## config.mk

```make
export PLATFORM = sky130hd
export DESIGN_NAME = http_chunked_stream_decoder_top_flat
export DESIGN_NICKNAME = d
export VERILOG_FILES = /design/src/rtl/hcsd_pkg.sv /design/src/rtl/hcsd_byte_if.sv /design/src/rtl/hcsd_result_if.sv /design/src/rtl/hcsd_step.sv /design/src/rtl/hcsd_out_reg.sv /design/src/rtl/http_chunked_stream_decoder_top.sv /design/src/flat_wrapper.sv
export SDC_FILE = /design/constraint.sdc
export NUM_CORES = 1
export LEC_CHECK = 0
export ABC_AREA = 1
export BUFFER_PORTS_ARGS = -buffer_cell sky130_fd_sc_hd__buf_2
export CAP_MARGIN = 20
export CORE_ASPECT_RATIO = 0.5
export CORE_MARGIN = 2
export CORE_UTILIZATION = 35
export CTS_CLUSTER_DIAMETER = 30
export DETAILED_ROUTE_END_ITERATION = 10
export GPL_TIMING_DRIVEN = 1
export PLACE_DENSITY = 0.61
export SYNTH_ARGS = -nofsm -noshare
export SYNTH_HDL_FRONTEND = slang
export SYNTH_SLANG_ARGS = --single-unit
```

## constraint.sdc

```tcl
create_clock -name clk -period 2.92 [get_ports clk]
set_input_delay 0.584 -clock clk [delete_from_list [all_inputs] [get_ports clk]]
set_output_delay 0.584 -clock clk [all_outputs]
set_load 0.02 [all_outputs]
```

## src/rtl/hcsd_pkg.sv

```systemverilog
// shared types, character codes and the hex digit helper for the chunked decoder
// no dependencies; imported by hcsd_step, hcsd_out_reg and the top module
package hcsd_pkg;

  localparam int DEF_COUNT_BITS = 32;

  localparam logic [7:0] CH_CR     = 8'h0D;
  localparam logic [7:0] CH_LF     = 8'h0A;
  localparam logic [7:0] CH_0      = 8'h30;
  localparam logic [7:0] CH_9      = 8'h39;
  localparam logic [7:0] CH_UP_A   = 8'h41;
  localparam logic [7:0] CH_UP_F   = 8'h46;
  localparam logic [7:0] CH_LOW_A  = 8'h61;
  localparam logic [7:0] CH_LOW_F  = 8'h66;
  localparam logic [7:0] HEX_TEN   = 8'd10;
  localparam logic [4:0] HEX_NONE  = 5'd16;

  typedef enum logic [4:0] {
    PH_SIZE    = 5'b00001,
    PH_LF_SIZE = 5'b00010,
    PH_DATA    = 5'b00100,
    PH_CR_DATA = 5'b01000,
    PH_LF_DATA = 5'b10000
  } phase_t;

  typedef enum logic [1:0] {
    FIN_RUN = 2'd0,
    FIN_END = 2'd1,
    FIN_ERR = 2'd2
  } fin_t;

  typedef enum logic [1:0] {
    KIND_FRAME = 2'd0,
    KIND_DATA  = 2'd1,
    KIND_END   = 2'd2,
    KIND_ERR   = 2'd3
  } kind_t;

  typedef struct packed {
    kind_t      kind;
    logic [7:0] payload;
  } result_t;

  // value of a hex digit, HEX_NONE for anything else
  function automatic logic [4:0] hex_value(input logic [7:0] c);
    logic [7:0] t;
    t = 8'd0;
    if (c >= CH_0 && c <= CH_9) begin
      t = c - CH_0;
      return t[4:0];
    end else if (c >= CH_UP_A && c <= CH_UP_F) begin
      t = c - CH_UP_A + HEX_TEN;
      return t[4:0];
    end else if (c >= CH_LOW_A && c <= CH_LOW_F) begin
      t = c - CH_LOW_A + HEX_TEN;
      return t[4:0];
    end
    return HEX_NONE;
  endfunction

endpackage

```

## src/rtl/hcsd_byte_if.sv

```systemverilog
// input channel: one body byte per word, valid/ready handshake
// depends on nothing
interface hcsd_byte_if;
  logic       valid;
  logic       ready;
  logic [7:0] in_byte;

  modport source (output valid, output in_byte, input ready);
  modport sink   (input valid, input in_byte, output ready);
endinterface

```

## src/rtl/hcsd_result_if.sv

```systemverilog
// result channel: kind and payload byte per word, valid/ready handshake
// depends on nothing
interface hcsd_result_if;
  logic       valid;
  logic       ready;
  logic [1:0] result_kind;
  logic [7:0] payload_byte;

  modport source (output valid, output result_kind, output payload_byte, input ready);
  modport sink   (input valid, input result_kind, input payload_byte, output ready);
endinterface

```

## src/rtl/hcsd_step.sv

```systemverilog
// decoder state (phase, remaining count, sticky end/error) and per-byte classify
// depends on hcsd_pkg
module hcsd_step #(
  parameter int COUNT_BITS = hcsd_pkg::DEF_COUNT_BITS
) (
  input  logic              clk,
  input  logic              rst_n,
  input  logic              take,
  input  logic [7:0]        in_byte,
  output hcsd_pkg::result_t res
);
  import hcsd_pkg::*;

  phase_t                phase_r, phase_nxt, phase_eff;
  logic [COUNT_BITS-1:0] cnt_r, cnt_nxt, cnt_dec;
  fin_t                  fin_r, fin_nxt;
  logic [4:0]            hv;
  logic                  cnt_zero;
  logic                  cnt_full;

  assign cnt_zero = (cnt_r == '0);
  assign cnt_full = (cnt_r[COUNT_BITS-1 -: 4] != 4'd0);
  assign cnt_dec  = cnt_r - COUNT_BITS'(1);
  assign hv       = hex_value(in_byte);

  always_comb begin
    phase_nxt   = phase_r;
    cnt_nxt     = cnt_r;
    fin_nxt     = fin_r;
    res.kind    = KIND_FRAME;
    res.payload = 8'd0;
    phase_eff   = (phase_r == PH_DATA && cnt_zero) ? PH_CR_DATA : phase_r;
    if (fin_r == FIN_END) begin
      res.kind = KIND_END;
    end else if (fin_r != FIN_RUN) begin
      res.kind = KIND_ERR;
    end else begin
      unique case (phase_eff)
        PH_SIZE: begin
          if (in_byte == CH_CR) begin
            if (cnt_zero) begin
              fin_nxt  = FIN_END;
              res.kind = KIND_END;
            end else begin
              phase_nxt = PH_LF_SIZE;
            end
          end else if (hv[4] || cnt_full) begin
            fin_nxt  = FIN_ERR;
            res.kind = KIND_ERR;
          end else begin
            cnt_nxt = {cnt_r[COUNT_BITS-5:0], hv[3:0]};
          end
        end
        PH_LF_SIZE: begin
          if (in_byte == CH_LF) begin
            phase_nxt = PH_DATA;
          end else begin
            fin_nxt  = FIN_ERR;
            res.kind = KIND_ERR;
          end
        end
        PH_DATA: begin
          res.kind    = KIND_DATA;
          res.payload = in_byte;
          cnt_nxt     = cnt_dec;
          phase_nxt   = (cnt_dec == '0) ? PH_CR_DATA : PH_DATA;
        end
        PH_CR_DATA: begin
          if (in_byte == CH_CR) begin
            phase_nxt = PH_LF_DATA;
          end else begin
            fin_nxt  = FIN_ERR;
            res.kind = KIND_ERR;
          end
        end
        PH_LF_DATA: begin
          if (in_byte == CH_LF) begin
            phase_nxt = PH_SIZE;
          end else begin
            fin_nxt  = FIN_ERR;
            res.kind = KIND_ERR;
          end
        end
        default: begin
          fin_nxt  = FIN_ERR;
          res.kind = KIND_ERR;
        end
      endcase
    end
  end

  always_ff @(posedge clk) begin
    if (!rst_n) begin
      phase_r <= PH_SIZE;
      cnt_r   <= '0;
      fin_r   <= FIN_RUN;
    end else if (take) begin
      phase_r <= phase_nxt;
      cnt_r   <= cnt_nxt;
      fin_r   <= fin_nxt;
    end
  end

`ifndef SYNTHESIS
  a_end_sticky: assert property (@(posedge clk) disable iff (!rst_n)
    fin_r == FIN_END |=> fin_r == FIN_END)
    else $error("end flag dropped");

  a_err_sticky: assert property (@(posedge clk) disable iff (!rst_n)
    fin_r == FIN_ERR |=> fin_r == FIN_ERR && $stable(phase_r) && $stable(cnt_r))
    else $error("state moved after error");

  a_data_nonzero: assert property (@(posedge clk) disable iff (!rst_n)
    phase_r == PH_DATA |-> cnt_r != '0)
    else $error("data phase with empty count");

  a_data_count: assert property (@(posedge clk) disable iff (!rst_n)
    take && fin_r == FIN_RUN && phase_r == PH_DATA && !cnt_zero
    |=> cnt_r == $past(cnt_r) - COUNT_BITS'(1))
    else $error("payload byte did not step the count");
`endif

endmodule

```

## src/rtl/hcsd_out_reg.sv

```systemverilog
// result register: holds one word until the sink takes it, reloads on the same edge
// depends on hcsd_pkg and hcsd_result_if
module hcsd_out_reg (
  input  logic              clk,
  input  logic              rst_n,
  input  logic              load,
  input  hcsd_pkg::result_t res,
  output logic              load_ok,
  hcsd_result_if.source     out_ch
);
  import hcsd_pkg::*;

  logic    valid_r;
  result_t res_r;

  // free when empty or when the held word leaves this edge
  assign load_ok = !valid_r || out_ch.ready;

  always_ff @(posedge clk) begin
    if (!rst_n) begin
      valid_r <= 1'b0;
    end else if (load_ok) begin
      valid_r <= load;
    end
  end

  always_ff @(posedge clk) begin
    if (load && load_ok) begin
      res_r <= res;
    end
  end

  assign out_ch.valid        = valid_r;
  assign out_ch.result_kind  = res_r.kind;
  assign out_ch.payload_byte = res_r.payload;

`ifndef SYNTHESIS
  a_load_shows: assert property (@(posedge clk) disable iff (!rst_n)
    load && load_ok |=> out_ch.valid)
    else $error("loaded word not presented");
`endif

endmodule

```

## src/rtl/http_chunked_stream_decoder_top.sv

```systemverilog
// HTTP chunked body decoder: takes one body byte per word and returns one result
// word per byte (framing, payload, end, error). It accepts a byte every cycle and
// the result appears in the output register in the following cycle; the only limit on
// rate is the sink, since a new byte is taken whenever that register is empty or
// being read in the same cycle. Chunk extensions are rejected as errors, end and
// error are sticky until reset, and size values beyond COUNT_BITS bits are errors.
// depends on hcsd_pkg, hcsd_byte_if, hcsd_result_if, hcsd_step, hcsd_out_reg
module http_chunked_stream_decoder_top #(
  parameter int COUNT_BITS = hcsd_pkg::DEF_COUNT_BITS
) (
  input  logic          clk,
  input  logic          rst_n,
  hcsd_byte_if.sink     in_ch,
  hcsd_result_if.source out_ch
);
  import hcsd_pkg::*;

  logic    take;
  logic    load_ok;
  result_t res;

  assign in_ch.ready = load_ok;
  assign take        = in_ch.valid && load_ok;

  hcsd_step #(
    .COUNT_BITS(COUNT_BITS)
  ) u_step (
    .clk    (clk),
    .rst_n  (rst_n),
    .take   (take),
    .in_byte(in_ch.in_byte),
    .res    (res)
  );

  hcsd_out_reg u_out (
    .clk    (clk),
    .rst_n  (rst_n),
    .load   (take),
    .res    (res),
    .load_ok(load_ok),
    .out_ch (out_ch)
  );

endmodule
```

## src/flat_wrapper.sv

```systemverilog
// flat-port wrapper written by rule: the top's interface ports become plain ports
module http_chunked_stream_decoder_top_flat import hcsd_pkg::*;
#(
  parameter int COUNT_BITS = hcsd_pkg::DEF_COUNT_BITS
)
  (clk, rst_n, in_ch_valid, in_ch_in_byte, in_ch_ready, out_ch_valid, out_ch_result_kind, out_ch_payload_byte, out_ch_ready);
  hcsd_byte_if in_ch_i ();
  hcsd_result_if out_ch_i ();
  input  logic clk;
  input  logic rst_n;
  input wire logic [$bits(in_ch_i.valid)-1:0] in_ch_valid;
  input wire logic [$bits(in_ch_i.in_byte)-1:0] in_ch_in_byte;
  output wire logic [$bits(in_ch_i.ready)-1:0] in_ch_ready;
  output wire logic [$bits(out_ch_i.valid)-1:0] out_ch_valid;
  output wire logic [$bits(out_ch_i.result_kind)-1:0] out_ch_result_kind;
  output wire logic [$bits(out_ch_i.payload_byte)-1:0] out_ch_payload_byte;
  input wire logic [$bits(out_ch_i.ready)-1:0] out_ch_ready;
  assign in_ch_i.valid = in_ch_valid;
  assign in_ch_i.in_byte = in_ch_in_byte;
  assign in_ch_ready = in_ch_i.ready;
  assign out_ch_valid = out_ch_i.valid;
  assign out_ch_result_kind = out_ch_i.result_kind;
  assign out_ch_payload_byte = out_ch_i.payload_byte;
  assign out_ch_i.ready = out_ch_ready;
  http_chunked_stream_decoder_top #(.COUNT_BITS(COUNT_BITS)) u_core (.clk(clk), .rst_n(rst_n), .in_ch(in_ch_i), .out_ch(out_ch_i));
endmodule
```

==> flow_summary_export.csv <==
group,metric,value,unit
yosys,synth_cell_types,33,
drt,wl_per_cell,12.7,um
clock_network,cts_tree,"done",
timing,max_freq,395,MHz
finish,area_growth,12.5,%
yosys,avgSynthCellArea,6.09,um2
timing,fin_crit_sh,86.8,%
timing,skew,9.60,ps
timing,drv_slew,0,
clock_network,cts_root_buf,"clkbuf_16",
floorplanning,start_util,35.7,%
finish,final_cell_mix,"nand2_1, nor2_1, inv_1",
timing,rsz0062_at_grt,"no",
yosys,syn_inst,596,
timing,setup_violations,0,
clock_network,clk_pin_slew_worst_paths,70,ps
yosys,ys_warn_count,0,
run_status,outcome,"completed",
placement,pre_cts_slack,296,ps
floorplanning,die_h,76.0,um
global_routing,antenna_found_initial,0,
setup_path,cp_max_fo,23,
yosys,synth-seq-cells,50,
yosys,syn_nets,614,
finish,final_area,0.00408,mm2
global_routing,grt_max_degree,41,
finish,antenna_cells,0,
clock_network,cts_resized,0,
floorplanning,coreArea,0.0101,mm2
pwr,peakVddDrop,0.000326,V
global_routing,grt_pass1_wl,16300,um
floorplanning,row_count,26,
finish,final_common_cell,"nand2_1",
clock_network,clk_latency,300,ps
pwr,leakagePower,0.00195,uW
clock_network,post_cts_buffers,0,
setup_path,crit_type,"register to register",
yosys,synth_top_area_cell,"dfxtp_1",
yosys,seq_area_frac_synth,30.4,%
timing,fin_ws,387,ps
floorplanning,ios,24,
yosys,synthTopCellsByArea,"dfxtp_1, nand2_1, nor2_1",
run,maxCapViolCount,0,
pwr,p_per_area,868,mW/mm2
drt,routed_via_density,4.99,
timing,setup_tns,0,ps
clock_network,cts_buffers,5,
global_routing,overflow,0,
drt,drtIter0Drc,344,
placement,dpl.hpwl,7340,um
placement,port_buffers,23,
timing,period_needed,2530,ps
setup_path,crit_required,3140,ps
setup_path,crit_path_end_kind,"register",
setup_path,start_kind,"register",
timing,hold_viol,0,
timing,maxSlewHeadroom,54.3,%
worst_hold_path,min_path_type,"register to register",
timing,worst_pin_slew,683,ps
yosys,synth_top_area_share,22.1,%
finish,layout-drive-gt1-share,10.1,%
clock_network,holdBufCountCts,0,
finish,fin_cells,761,
floorplanning,dieArea,0.0112,mm2
drt,ant_nets,0,
clock_network,htree_levels,2,
floorplanning,dieWidth,148,um
finish,nNetsFinal,638,
clock_network,numClockSinks,50,
yosys,netlist_area,0.00363,mm2
clock_network,cts_buffer_depth,2,
global_routing,grt_usage,17.6,%
global_routing,grt_pass1_vias,3373,
placement,place_area,0.00391,mm2
setup_path,rrSetupSlack,390,ps
setup_path,worstPathArrival,2760,ps
drt,wl,9660,um
pwr,power.total,3540,uW
drt,drc,0,
placement,placed_cells,753,
drt,num_vias,3799,
placement,gp_congestion,0.885,
drt,drt-pass1-iter-count,5,
worst max-delay path, cell delays in order, from the launching register on:
cell      delay, ps
dfxtp_1         350
inv_1           130
ha_1            250
nand2_2         110
nor2_4          130
inv_2            50
nor2_4          100
nand2_2         100
nand2_4         100
inv_2            40
o211ai_4        550
buf_4           350
o21ai_1          80
a21oi_1         120
cell families (layout without fill, tap and decap cells):
logic type      after synthesis  in the layout  synth area share (%)
buf+inv                      85            110                  9.69
compound gates              127            127                  18.6
simple gates                322            322                  37.8
xor+xnor                      6              6                  1.45
flops                        50             50                  30.4
fa+ha+maj                     6              6                  2.07
flip-flops by register name, indices dropped and copies added, names as in the netlist:
signal / cells
u_core.u_out.out_ch.result_kind: 2
u_core.u_step.cnt_r: 32
u_core.u_step.fin_r: 2
u_core.u_step.phase_r: 5
u_core.u_out.out_ch.valid: 1
u_core.u_out.out_ch.payload_byte: 8
cell type report:
cell class	count	area, um2
Sequential cell	50	1100
Timing Repair Buffer	33	203
Multi-Input combinational cell	461	2170
Tap cell	140	175
Fill cell	1112	6070
Clock inverter	2	38.8
Clock buffer	6	129
Inverter	69	259
report_power, final:
group	internal [uW]	switching [uW]	total, uW
combinational	654	1360	2010
sequential	774	75.6	849
clock	407	275	682
per-stage QoR:
stage / utilization, % / hold slack, ps
after floorplan: - / 438
after global placement: 38.5 / 460
after detailed placement: 38.5 / 466
after CTS: 40.2 / 478
after global routing: 40.2 / 516
final: 40.2 / 475
cells in the mapped netlist:
library cell and number:
o22ai_1 2, inv_1 66, nand2_4 1, nand3_1 27
o21ai_1 29, a211oi_2 1, dfxtp_1 40, xor2_1 6
o31ai_1 1, buf_6 3, nand2_1 158, o2111ai_1 1
edfxtp_1 10, nor2_2 6, o211ai_4 1, nand4_1 14
o21a_1 1, o211ai_1 2, nor2_1 97, nor2_4 5
nand2_2 5, buf_2 5, and3_1 1, or2_2 1
o21ai_0 48, clkbuf_1 7, a21oi_1 41, buf_4 1
inv_2 3, nor3_1 2, nor4_1 4, ha_1 6
nor3b_1 1
metal layers:
metal  vias up  wire, um  track usage (%)
met3         8       648             2.46
met4         0       103             4.29
met5         -         0                0
met2       108      4200             27.4
met1      1691      4710             25.6
li1       1992         -                -
worst paths after layout:
| path | start | end | depth (start not counted) |
|---|---|---|---|
| worst min-delay path | u_core.u_step.fin_r[1] | u_core.u_step.fin_r[1] | 2 |
| worst min register to register | u_core.u_step.fin_r[1] | u_core.u_step.fin_r[1] | 2 |
| worst max-delay path | u_core.u_step.cnt_r[0] | u_core.u_step.cnt_r[31] | 13 |
| worst max register to register | u_core.u_step.cnt_r[0] | u_core.u_step.cnt_r[31] | 13 |
Power figures use the tool's default switching activity.
